`config.mk`:
```
export PLATFORM = sky130hd
export DESIGN_NAME = wheel_command_modbus_framer_top
export DESIGN_NICKNAME = d
export VERILOG_FILES = /design/src/rtl/wcmf_pkg.sv /design/src/rtl/wheel_command_modbus_framer_top.sv /design/src/rtl/wcmf_alu.sv /design/src/rtl/wcmf_crc.sv
export VERILOG_INCLUDE_DIRS = /design/src /design/src/rtl
export SDC_FILE = /design/constraint.sdc
export NUM_CORES = 1
export LEC_CHECK = 0
export ABC_AREA = 0
export BUFFER_PORTS_ARGS = -buffer_cell sky130_fd_sc_hd__buf_2
export CAP_MARGIN = 20
export CORE_MARGIN = 2
export CORE_UTILIZATION = 47
export DETAILED_ROUTE_END_ITERATION = 16
export PLACE_DENSITY = 0.73
export SLEW_MARGIN = 30
export SYNTH_ARGS = -nofsm -noshare
export SYNTH_HDL_FRONTEND = slang
export SYNTH_SLANG_ARGS = --single-unit
```
`constraint.sdc`:
```
create_clock -name clock -period 16.8 [get_ports clock]
set_input_delay 0.84 -clock clock [delete_from_list [all_inputs] [get_ports clock]]
set_output_delay 0.84 -clock clock [all_outputs]
set_load 0.01 [all_outputs]
```
`src/rtl/wheel_command_modbus_framer_top_defines.svh`:
```
// Assertion macros for the wheel command Modbus framer.
// Used by the top level only; expects signals named clock and reset in scope.
`ifndef WHEEL_COMMAND_MODBUS_FRAMER_TOP_DEFINES_SVH
`define WHEEL_COMMAND_MODBUS_FRAMER_TOP_DEFINES_SVH

// Same-cycle implication, disabled during reset
`define WCMF_ASSERT_SAME(label, ante, cons, msg) \
   label: assert property (@(posedge clock) disable iff (reset) (ante) |-> (cons)) \
      else $error(msg);

// Next-cycle implication, disabled during reset
`define WCMF_ASSERT_NEXT(label, ante, cons, msg) \
   label: assert property (@(posedge clock) disable iff (reset) (ante) |=> (cons)) \
      else $error(msg);

`endif

```
`src/rtl/wcmf_pkg.sv`:
```
// Shared types and constants for the wheel command Modbus framer.
// No dependencies.
`timescale 1ns / 1ps

package wcmf_pkg;

   // Command opcodes
   localparam logic [2:0] OP_SINGLE = 3'd0;
   localparam logic [2:0] OP_RAW    = 3'd1;
   localparam logic [2:0] OP_WHEEL  = 3'd2;
   localparam logic [2:0] OP_DIFF   = 3'd3;
   localparam logic [2:0] OP_LINE   = 3'd4;

   // Register indexes
   localparam logic CSR_DEVICE_ADDRESS = 1'b0;
   localparam logic CSR_SPEED_BOUND    = 1'b1;

   localparam logic [7:0]  DEVICE_ADDRESS_RESET = 8'h0A;
   localparam logic [14:0] SPEED_BOUND_RESET    = 15'd20;

   // Frame constants
   localparam logic [7:0]  FUNC_WRITE_SINGLE = 8'h06;
   localparam logic [7:0]  FUNC_WRITE_MULTI  = 8'h10;
   localparam logic [7:0]  REG_QUANTITY      = 8'h04;
   localparam logic [7:0]  BYTE_COUNT        = 8'h08;
   localparam logic [15:0] FLOOR_SPEED       = 16'd4;
   localparam logic [15:0] CRC_INIT          = 16'hFFFF;
   localparam logic [15:0] CRC_POLY          = 16'hA001;

   localparam int IDX_W = 5;
   // Index of the last data byte before the CRC
   localparam logic [IDX_W-1:0] SINGLE_DATA_LAST = 5'd5;
   localparam logic [IDX_W-1:0] MULTI_DATA_LAST  = 5'd14;

   typedef enum logic [2:0] {
      ST_IDLE,
      ST_MIX_R,
      ST_MIX_L,
      ST_NEG,
      ST_SEND
   } state_type;

   typedef struct packed {
      logic carry_in;
      logic floor_en;
      logic clamp_en;
   } alu_ctrl_type;

endpackage

```
`src/rtl/wheel_command_modbus_framer_top.sv`:
```
// Wheel command Modbus framer: turns one motor command into a Modbus RTU frame.
// Usage: the req_ channel takes one command per transfer; the rsp_ channel
// returns the frame one byte per transfer, rsp_frame_end marking the CRC high byte.
// Opcode 0 gives an 8-byte single-register write, opcodes 1 to 4 a 17-byte
// four-register write; opcodes 5 to 7 are taken and produce no bytes.
// Flow: a command is taken only while the sequencer is idle. Opcodes 0 and 1
// go straight to sending, opcode 2 after the negate state, opcodes 3 and 4
// after the right sum, left sum and fourth-wheel negate states, which share
// the add/floor/clamp unit. Bytes then leave at one per cycle through the
// byte-wise CRC while the receiver does not stall.
// Stall: a stalled byte holds in the output register and the sequencer waits;
// the next command may be taken while the final byte still waits.
// Reset (synchronous): clears the sequencer and output valid, and sets
// device_address to 10 and the speed bound to 20. csr_ writes apply at once.
// Depends on wcmf_pkg, wcmf_alu, wcmf_crc and the defines header.
`timescale 1ns / 1ps
`include "wheel_command_modbus_framer_top_defines.svh"

module wheel_command_modbus_framer_top (
   input  logic               clock,
   input  logic               reset,
   // configuration
   input  logic               csr_write_enable,
   input  logic               csr_index,
   input  logic [14:0]        csr_write_data,
   // command channel
   input  logic               req_valid,
   output logic               req_stall,
   input  logic [2:0]         req_opcode,
   input  logic [15:0]        req_reg_address,
   input  logic [15:0]        req_reg_value,
   input  logic signed [15:0] req_speed_0,
   input  logic signed [15:0] req_speed_1,
   input  logic signed [15:0] req_speed_2,
   input  logic signed [15:0] req_speed_3,
   // frame byte channel
   output logic               rsp_valid,
   input  logic               rsp_stall,
   output logic [7:0]         rsp_frame_byte,
   output logic               rsp_frame_end
);
   import wcmf_pkg::*;

   state_type          state_ff, state_in;
   logic [2:0]         op_ff;
   logic [IDX_W-1:0]   idx_ff;
   logic [15:0]        w_ff [4];
   logic [7:0]         device_address_ff;
   logic [14:0]        speed_bound_ff;
   logic               rsp_valid_ff;
   logic [7:0]         rsp_frame_byte_ff;
   logic               rsp_frame_end_ff;

   logic               req_xfer;
   logic               load_byte;
   logic               is_single;
   logic [IDX_W-1:0]   data_last;
   logic [IDX_W-1:0]   last_idx;
   logic               is_last;
   logic               is_data;
   logic [7:0]         next_byte;
   logic [15:0]        crc_value;
   logic signed [15:0] alu_a, alu_b, alu_result;
   alu_ctrl_type       alu_ctrl;
   logic               steer_pos, steer_neg;

   assign req_xfer  = req_valid && !req_stall;
   assign req_stall = (state_ff != ST_IDLE);

   // Configuration registers
   always_ff @(posedge clock) begin
      if (reset) begin
         device_address_ff <= DEVICE_ADDRESS_RESET;
         speed_bound_ff    <= SPEED_BOUND_RESET;
      end else if (csr_write_enable) begin
         case (csr_index)
            CSR_DEVICE_ADDRESS: device_address_ff <= csr_write_data[7:0];
            CSR_SPEED_BOUND:    speed_bound_ff    <= csr_write_data;
            default:            ;
         endcase
      end
   end

   // Frame geometry
   assign is_single = (op_ff == OP_SINGLE);
   assign data_last = is_single ? SINGLE_DATA_LAST : MULTI_DATA_LAST;
   assign last_idx  = data_last + 5'd2;
   assign is_last   = (idx_ff == last_idx);
   assign is_data   = (idx_ff <= data_last);

   // Steer sign for the line-drive mix
   assign steer_pos = !w_ff[1][15] && (|w_ff[1]);
   assign steer_neg = w_ff[1][15];

   // Select the next frame byte
   always_comb begin
      next_byte = 8'h00;
      if (!is_data) begin
         next_byte = (idx_ff == data_last + 5'd1) ? crc_value[7:0] : crc_value[15:8];
      end else if (is_single) begin
         case (idx_ff)
            5'd0:    next_byte = device_address_ff;
            5'd1:    next_byte = FUNC_WRITE_SINGLE;
            5'd2:    next_byte = w_ff[0][15:8];
            5'd3:    next_byte = w_ff[0][7:0];
            5'd4:    next_byte = w_ff[1][15:8];
            5'd5:    next_byte = w_ff[1][7:0];
            default: next_byte = 8'h00;
         endcase
      end else begin
         case (idx_ff)
            5'd0:    next_byte = device_address_ff;
            5'd1:    next_byte = FUNC_WRITE_MULTI;
            5'd5:    next_byte = REG_QUANTITY;
            5'd6:    next_byte = BYTE_COUNT;
            5'd7:    next_byte = w_ff[0][15:8];
            5'd8:    next_byte = w_ff[0][7:0];
            5'd9:    next_byte = w_ff[1][15:8];
            5'd10:   next_byte = w_ff[1][7:0];
            5'd11:   next_byte = w_ff[2][15:8];
            5'd12:   next_byte = w_ff[2][7:0];
            5'd13:   next_byte = w_ff[3][15:8];
            5'd14:   next_byte = w_ff[3][7:0];
            default: next_byte = 8'h00;
         endcase
      end
   end

   // Sequencer: next state and shared unit operands
   always_comb begin
      state_in  = state_ff;
      alu_a     = '0;
      alu_b     = '0;
      alu_ctrl  = '0;
      load_byte = 1'b0;
      case (state_ff)
         ST_IDLE: begin
            if (req_xfer) begin
               if (req_opcode inside {OP_SINGLE, OP_RAW}) begin
                  state_in = ST_SEND;
               end else if (req_opcode == OP_WHEEL) begin
                  state_in = ST_NEG;
               end else if (req_opcode inside {OP_DIFF, OP_LINE}) begin
                  state_in = ST_MIX_R;
               end
            end
         end
         ST_MIX_R: begin
            // right = linear - angular, or base minus full / plus half steer
            alu_a             = $signed(w_ff[0]);
            alu_ctrl.clamp_en = 1'b1;
            alu_ctrl.floor_en = (op_ff == OP_LINE);
            if (op_ff == OP_DIFF || steer_pos) begin
               alu_b             = $signed(~w_ff[1]);
               alu_ctrl.carry_in = 1'b1;
            end else if (steer_neg) begin
               alu_b             = $signed({1'b0, ~w_ff[1][15:1]});
               alu_ctrl.carry_in = ~w_ff[1][0];
            end
            state_in = ST_MIX_L;
         end
         ST_MIX_L: begin
            // left = linear + angular, or base plus half / full steer
            alu_a             = $signed(w_ff[0]);
            alu_ctrl.clamp_en = 1'b1;
            alu_ctrl.floor_en = (op_ff == OP_LINE);
            if (op_ff == OP_DIFF || steer_neg) begin
               alu_b = $signed(w_ff[1]);
            end else if (steer_pos) begin
               alu_b = $signed({1'b0, w_ff[1][15:1]});
            end
            state_in = ST_NEG;
         end
         ST_NEG: begin
            // negate the fourth wheel
            alu_b             = $signed(~w_ff[3]);
            alu_ctrl.carry_in = 1'b1;
            state_in          = ST_SEND;
         end
         ST_SEND: begin
            load_byte = !rsp_valid_ff || !rsp_stall;
            if (load_byte && is_last) begin
               state_in = ST_IDLE;
            end
         end
         default: state_in = ST_IDLE;
      endcase
   end

   always_ff @(posedge clock) begin
      if (reset) begin
         state_ff <= ST_IDLE;
      end else begin
         state_ff <= state_in;
      end
   end

   // Hold the command and the mixed wheel speeds
   always_ff @(posedge clock) begin
      if (req_xfer) begin
         op_ff   <= req_opcode;
         w_ff[0] <= (req_opcode == OP_SINGLE) ? req_reg_address : req_speed_0;
         w_ff[1] <= (req_opcode == OP_SINGLE) ? req_reg_value : req_speed_1;
         w_ff[2] <= req_speed_2;
         w_ff[3] <= req_speed_3;
      end else begin
         case (state_ff)
            ST_MIX_R: w_ff[3] <= alu_result;
            ST_MIX_L: begin
               w_ff[0] <= w_ff[3];
               w_ff[1] <= w_ff[3];
               w_ff[2] <= alu_result;
               w_ff[3] <= alu_result;
            end
            ST_NEG:   w_ff[3] <= alu_result;
            default:  ;
         endcase
      end
   end

   // Byte index: restart on a command, advance per loaded byte
   always_ff @(posedge clock) begin
      if (reset) begin
         idx_ff <= '0;
      end else if (req_xfer) begin
         idx_ff <= '0;
      end else if (load_byte) begin
         idx_ff <= idx_ff + 5'd1;
      end
   end

   // Output register
   always_ff @(posedge clock) begin
      if (reset) begin
         rsp_valid_ff <= 1'b0;
      end else if (load_byte) begin
         rsp_valid_ff <= 1'b1;
      end else if (!rsp_stall) begin
         rsp_valid_ff <= 1'b0;
      end
   end

   always_ff @(posedge clock) begin
      if (load_byte) begin
         rsp_frame_byte_ff <= next_byte;
         rsp_frame_end_ff  <= is_last;
      end
   end

   assign rsp_valid      = rsp_valid_ff;
   assign rsp_frame_byte = rsp_frame_byte_ff;
   assign rsp_frame_end  = rsp_frame_end_ff;

   wcmf_alu u_alu (
      .alu_a       (alu_a),
      .alu_b       (alu_b),
      .alu_ctrl    (alu_ctrl),
      .speed_bound (speed_bound_ff),
      .alu_result  (alu_result)
   );

   wcmf_crc u_crc (
      .clock      (clock),
      .crc_clear  (req_xfer),
      .crc_update (load_byte && is_data),
      .crc_data   (next_byte),
      .crc_value  (crc_value)
   );

   // Checks
   `WCMF_ASSERT_NEXT(a_idx_restart, req_xfer, idx_ff == '0, "byte index not restarted")
   `WCMF_ASSERT_SAME(a_idx_range, state_ff == ST_SEND, idx_ff <= last_idx, "byte index past frame")
   `WCMF_ASSERT_NEXT(a_end_idle, load_byte && is_last, state_ff == ST_IDLE, "no idle after last")

endmodule

```
`src/rtl/wcmf_alu.sv`:
```
// Shared add / floor / clamp unit for the wheel speed mixes.
// Depends on wcmf_pkg.
`timescale 1ns / 1ps

module wcmf_alu (
   input  logic signed [15:0]   alu_a,
   input  logic signed [15:0]   alu_b,
   input  wcmf_pkg::alu_ctrl_type alu_ctrl,
   input  logic [14:0]          speed_bound,
   output logic signed [15:0]   alu_result
);
   import wcmf_pkg::*;

   logic signed [15:0] sum;
   logic signed [15:0] floored;
   logic signed [16:0] pos_lim;
   logic signed [16:0] neg_lim;
   logic signed [16:0] floored_ext;

   // Wrap the sum to 16 bits
   assign sum = alu_a + alu_b + $signed({15'd0, alu_ctrl.carry_in});

   // Raise to the minimum drive speed
   assign floored = (alu_ctrl.floor_en && (sum < $signed(FLOOR_SPEED)))
                    ? $signed(FLOOR_SPEED) : sum;

   assign pos_lim     = $signed({2'b00, speed_bound});
   assign neg_lim     = -pos_lim;
   assign floored_ext = 17'(floored);

   // Clamp to the symmetric limit
   always_comb begin
      alu_result = floored;
      if (alu_ctrl.clamp_en) begin
         if (floored_ext > pos_lim) begin
            alu_result = pos_lim[15:0];
         end else if (floored_ext < neg_lim) begin
            alu_result = neg_lim[15:0];
         end
      end
   end

endmodule

```
`src/rtl/wcmf_crc.sv`:
```
// Byte-wise Modbus CRC-16 accumulator (reflected 0xA001, init 0xFFFF).
// Depends on wcmf_pkg.
`timescale 1ns / 1ps

module wcmf_crc (
   input  logic        clock,
   input  logic        crc_clear,
   input  logic        crc_update,
   input  logic [7:0]  crc_data,
   output logic [15:0] crc_value
);
   import wcmf_pkg::*;

   logic [15:0] crc_ff;
   logic [15:0] crc_in;

   // Fold one byte in, one bit per step
   function automatic logic [15:0] crc_byte(input logic [15:0] crc, input logic [7:0] data);
      logic [15:0] c;
      c = crc ^ {8'h00, data};
      for (int k = 0; k < 8; k++) begin
         c = c[0] ? ((c >> 1) ^ CRC_POLY) : (c >> 1);
      end
      return c;
   endfunction

   always_comb begin
      crc_in = crc_ff;
      if (crc_clear) begin
         crc_in = CRC_INIT;
      end else if (crc_update) begin
         crc_in = crc_byte(crc_ff, crc_data);
      end
   end

   always_ff @(posedge clock) begin
      crc_ff <= crc_in;
   end

   assign crc_value = crc_ff;

endmodule

```
Yosys cells after proc, flatten, opt, wreduce, memory -nomap -nowiden
Memory sizes are Yosys's and may differ from the RTL's.
Index checks and enable logic that the tools add are counted.
{ "word_totals": {"regBits": 60, "ram_bits": 64, "in_bits": 120, "output_inout_bits": 11, "wordCells": 151, "mem_count": 1} }
{ "classes": {"n_addsub": 6, "order_cmp": 4, "eq_ne": 30, "mux": 56, "bitwise_logic": 20, "n_reduce_logical": 25} }
{ "mem_list": {"columns": ["memory", "depth", "width", "rd", "rd_clocked_by_memory_dff", "write_ports", "line_no", "source"], "rows": [
  ["w_ff", 4, 16, 4, 0, 4, "wheel_command_modbus_framer_top.sv:47", "logic [15:0] w_ff [4];"]
]} }
{ "op_table": {"columns": ["op", "n"], "rows": [
  ["16-bit two-way mux", 23],
  ["8-bit one-hot mux with 12 select lines", 1],
  ["16-bit one-hot mux with 3 select lines", 1],
  ["8-bit one-hot mux with 6 select lines", 1],
  ["5-bit by 4-bit == test with 1-bit output (second input constant)", 7],
  ["16-bit inverter", 2],
  ["15-bit two-way mux", 2],
  ["8-bit two-way mux", 3],
  ["2-bit inverter with 3-bit output", 8],
  ["5-bit by 3-bit == test with 1-bit output (second input constant)", 4],
  ["16-bit by 17-bit less-than comparator with 1-bit output", 1],
  ["15-bit negation with 17-bit output", 1],
  ["16-bit adder", 1],
  ["16-bit by 2-bit adder with 16-bit output", 1],
  ["16-bit > comparator", 1],
  ["16-bit by 4-bit less-than comparator with 1-bit output (second input constant)", 1],
  ["1-bit two-way mux", 16],
  ["16-bit OR reduction", 1],
  ["16-bit by 8-bit bitwise XOR with 16-bit output", 1],
  ["3-bit by 2-bit == test with 1-bit output (second input constant)", 5],
  ["3-bit two-way mux", 5],
  ["15-bit inverter", 1],
  ["3-bit one-hot mux with 5 select lines", 1],
  ["5-bit by 2-bit == test with 1-bit output (second input constant)", 2],
  ["other kinds (26)", 51]
]} }

Longest topological paths before layout
{ "logic_depth": {"word_depth": 23, "mapped_depth": 32, "mapped_depth_nobuf": 29} }

Cells and area by module
Synthesis repeated with hierarchy kept, for this count alone.
{ "unflattened": {"cells_unflattened": 1152, "area_unflattened_um2": 10043.4} }
{ "modules_own_cells": {"columns": ["module", "instances", "cells_per_inst", "area_each_um2", "seq_area_each_um2"], "rows": [
  ["wheel_command_modbus_framer_top", 1, 686, 6637.6, 2922.8],
  ["wcmf_alu", 1, 385, 2622.5, 0.0],
  ["wcmf_crc", 1, 81, 783.3, 320.3]
]} }

Worst setup path after synthesis
No wires, ideal clock.
{ "synth_path": {"path_type": "flip-flop to flip-flop", "from": "reg state_ff[0]", "to": "mem w_ff[3][6], in the netlist w_ff[0][54] (data pin)", "setup_time_ps": 275, "t_arrival_ps": 6483, "required_ps": 16525, "path_slack_ps": 10042, "stages_incl_launch_ff": 30, "path_buffers": 3, "synth_period_minus_slack_ps": 6758, "cell_sequence": "dfxtp_1 > clkbuf_1 > nor2b_1 > nand2_1 > or3_1 > clkbuf_1 > o22ai_1 > nor3_1 > fa_1 > fa_1 > nand2b_1 > a21o_1 > a21o_1 > a221o_1 > nor3_1 > nand4_1 > nand2_1 > nor2_1 > ha_1 > a21o_1 > a221o_1 > a21o_1 > a21oi_1 > o22ai_1 > a21oi_2 > clkbuf_1 > nand3_1 > o21a_1 > o22ai_1 > o221ai_1"} }
{ "synth_rtl": {"columns": ["item", "line_no", "source"], "rows": [
  ["from (decl)", "wheel_command_modbus_framer_top.sv:44", "state_type state_ff, state_in;"],
  ["from (signal assigned)", "wheel_command_modbus_framer_top.sv:194", "state_ff <= state_in;"],
  ["to (decl)", "wheel_command_modbus_framer_top.sv:47", null]
]} }

==> summary.md <==
| Metric | Value |
|---|---|
| Post-Syn Instances | `1201` |
| Top post-synthesis cells by area | `edfxtp_1 23%, dfxtp_1 9.8%, nand2_1 8.2%` |
| Avg WL per Cell | `22.7 µm` |
| Reg2reg setup slack | `8880 ps` |
| Worst Path Required | `16940 ps` |
| Reg2reg start | `state_ff[0]` |
| CTS Hold Bufs | `0` |
| Post-synth EDFFs | `76` |
| CP peak stage delay | `610 ps` |
| Area post-placement | `10700 µm²` |
| DRC Markers | `0` |
| Crit path launch type | `flop` |
| Vias | `10100` |
| Die height | `149 µm` |
| Slew HR | `0.347` |
| Least-Margin Pin Slew | `971 ps` |
| Mean post-synth cell area | `8.19 µm²` |
| Crit path max-delay family | `compound AO/OA/AOI/OAI gates` |
| Final setup skew | `9.52 ps` |
| Max VDD drop | `71.9 µV` |
| Fin Setup TNS | `0 ps` |
| Die Span X | `149 µm` |
| Via/cell ratio | `6.39` |
| WHS Path Cells | `2` |
| Layout cells sized above 1 | `0.171` |
| Inserted Diodes | `0` |
| Final setup fails | `0` |
| Post-synth top area share | `0.232` |
| Clock Tree Root | `clkbuf_16` |
| Area of the multi-input gates | `6220 µm²` |
| Period utilisation layout | `0.472` |
| Leakage | `4.72 nW` |
| Slew Limit Fails | `0` |
| TritonCTS clock tree | `yes` |
| Reg clk slew, reported paths | `70 ps` |
| Crit path from | `state_ff[0]` |
| Clock power frac | `0.324` |
| Sw frac | `0.381` |
| Crit path capture type | `flop` |
| PortBufs | `130` |
| Logic pwr share | `0.317` |
| Buffer and inverter count on the worst path | `1` |
| Post_cts resized | `0` |
| Yosys warning total | `0` |
| Worst EP arrival | `8070 ps` |
| Cts bufs inserted | `17` |
| Reg2reg end | `w_ff[0][53]` |
| Psw | `0.000446 W` |
| Worst hold endpoint | `speed_bound_ff[14]` |
| Worst skew pair latency | `440 ps` |
| Hold WC Path Type | `reg2reg` |
| Yosys reg bits | `124` |
| Total core area | `20400 µm²` |
| Boundary Pins | `131` |
| Sequential share of power | `0.359` |
| R2R cell count | `28` |
| Setup CP Type | `reg2reg` |
| GRT Residual Overflow | `0` |
| Num rows | `52` |
| Cell Area, Synth | `9830 µm²` |
| Fill count | `1901` |
| Yosys cell types | `78` |
| GRT Util Overall | `0.318` |
| Slowest cell on crit path | `or3_1` |
| Initial antenna violation count | `0` |
| Pwr/cell area | `104 nW/µm²` |
| Final net count | `1467` |
| Placed Cells incl. Taps | `1545` |
| First-pass GRT wire length | `53.3 mm` |
| Initial Util | `0.483` |
| Unrepaired setup endpoints after global routing | `no` |
| Synth async-reset ratio | `0` |
| Leading area contributor after synthesis | `edfxtp_1` |
| Top_reg_cell synth | `edfxtp_1` |
| Htree depth | `4` |
| Final antenna-violating net count | `0` |
| F_max | `126 MHz` |
| Net Count, Synth | `1374` |
| 1st-iter DRT viols | `1496` |
| Die area | `22100 µm²` |
| Setup bufs post-CTS | `0` |
| Clock Tree Buf Depth | `2` |
| DP Wirelength | `27.5 mm` |
| Number of global-route vias before repair | `9155` |
| P_int | `0.000725 W` |
| 1st-pass router iterations | `6` |
| Register area | `3240 µm²` |
| Non-filler instance count after layout | `1577` |
| Largest net degree at the start of global routing | `82` |
| Hold Startpoint | `speed_bound_ff[14]` |
| Area Overhead vs Synth | `14.9%` |
| Total wire length | `35.8 mm` |
| Design area | `11300 µm²` |
| MaxCap Viol Count | `0` |
| Run status | `complete, no violations` |
| Crit-path max FO | `28` |
| Gp weighted congestion | `1.01` |
| Min Tclk post-route | `7920 ps` |
| Sequential share of the synthesized area | `0.330` |
| Final Hold Fails | `0` |
| CTS sink cnt | `124` |
sequential cells by signal, summed over array words and instances (netlist names):
register and flops:
device_address_ff 8, idx_ff 5, op_ff 3, rsp_frame_byte 8
rsp_frame_end 1, rsp_valid 1, speed_bound_ff 15, state_ff 3
u_crc.crc_value 16, w_ff 64
through the flow:
stage | total power, W | setup WS [ps] | hold WS, ps | utilization
final | 0.00117 | 8880 | 469 | 0.555
after global routing | 0.00122 | 8430 | 490 | 0.555
after CTS | 0.00116 | 9110 | 473 | 0.554
after detailed placement | 0.000783 | 9150 | 463 | 0.525
after global placement | 0.000782 | 9310 | 445 | 0.523
after floorplan | 0.000658 | 10040 | 436 | -
worst min-delay path: cells and delay by family, from the launching register on:
kind               cells  cell delay [ps]
AOI/OAI and AO/OA      1               60
DFF                    1              310
and+or+nand+nor        1               50
cell usage after synthesis, types with 14 or more instances:
library cell	count
nand2_1	214
nor2_1	87
a21oi_1	77
edfxtp_1	76
clkbuf_1	53
ha_1	51
dfxtp_1	48
o21ai_0	46
inv_1	41
a31oi_1	36
nand3_1	30
a22oi_1	28
xnor2_1	27
nor3_1	26
mux2i_1	24
a21o_1	23
o22ai_1	22
nand4_1	21
mux2_2	20
o211ai_1	19
and2_1	17
or3_1	17
buf_2	14
nand2b_1	14
xor2_1	14
final cells by class:
type,instances,area share
multi-input cells,967,0.550
flip-flops and latches,124,0.287
repair buffers,143,0.0662
clock buffers,17,0.0376
well taps,270,0.0299
clock inverters,15,0.0152
inverters,41,0.0136
power groups by stage:
stage / clock network [W] / logic [W] / registers (W)
6_report: 0.000379 / 0.000371 / 0.000421
5_1_grt: 0.000393 / 0.000402 / 0.000420
4_1_cts: 0.000381 / 0.000363 / 0.000416
3_5_place_dp: 0 / 0.000361 / 0.000423
3_3_place_gp: 0 / 0.000359 / 0.000424
2_1_floorplan: 0 / 0.000265 / 0.000393
placed cells by master (no fill, tap or decap), drive strengths merged, types with 10 or more instances in the layout:
cell	synthesis	final
nor2	88	88
dfxtp	48	48
mux2	20	20
nand3	30	30
o22ai	22	22
a21oi	78	78
a21o	23	23
nand2b	14	14
nand2	214	214
ha	51	51
xnor2	27	27
mux2i	24	24
o21ai	49	49
nor3	26	26
a31oi	36	36
a22oi	28	28
o221ai	13	13
nand4	21	21
a221o	10	10
clkbuf	53	17
or3	17	17
o211ai	19	19
inv	41	51
and2	17	17
buf	16	143
xor2	14	14
edfxtp	76	76
how the worst max path moves through the flow:
stage,to,slack (ps),cells past startpoint
after floorplan,w_ff[0][54],10040,29
after global placement,w_ff[0][53],9310,28
after detailed placement,w_ff[0][53],9150,28
after CTS,w_ff[0][53],9110,28
after global routing,w_ff[0][53],8430,28
final,w_ff[0][53],8880,28
logic make-up after synthesis:
| family | Yosys count | share of synthesized area |
|---|---|---|
| AOI/OAI and AO/OA | 343 | 0.236 |
| DFF | 124 | 0.330 |
| muxes | 44 | 0.0473 |
| and+or+nand+nor | 485 | 0.235 |
| adders and majority gates | 53 | 0.0690 |
| xor gates and xnor gates | 42 | 0.0388 |
| buffers and inverters | 110 | 0.0445 |
layer usage:
metal / vias up / routed length (µm) / part of all wire / track usage
met5: - / 0 / 0 / 0
met4: 0 / 1740 / 0.049 / 0.144
met3: 106 / 2990 / 0.084 / 0.0629
met2: 525 / 16100 / 0.45 / 0.488
met1: 4792 / 14900 / 0.42 / 0.435
li1: 4660 / - / - / -
Note: power is estimated with default switching activity, not from simulation.
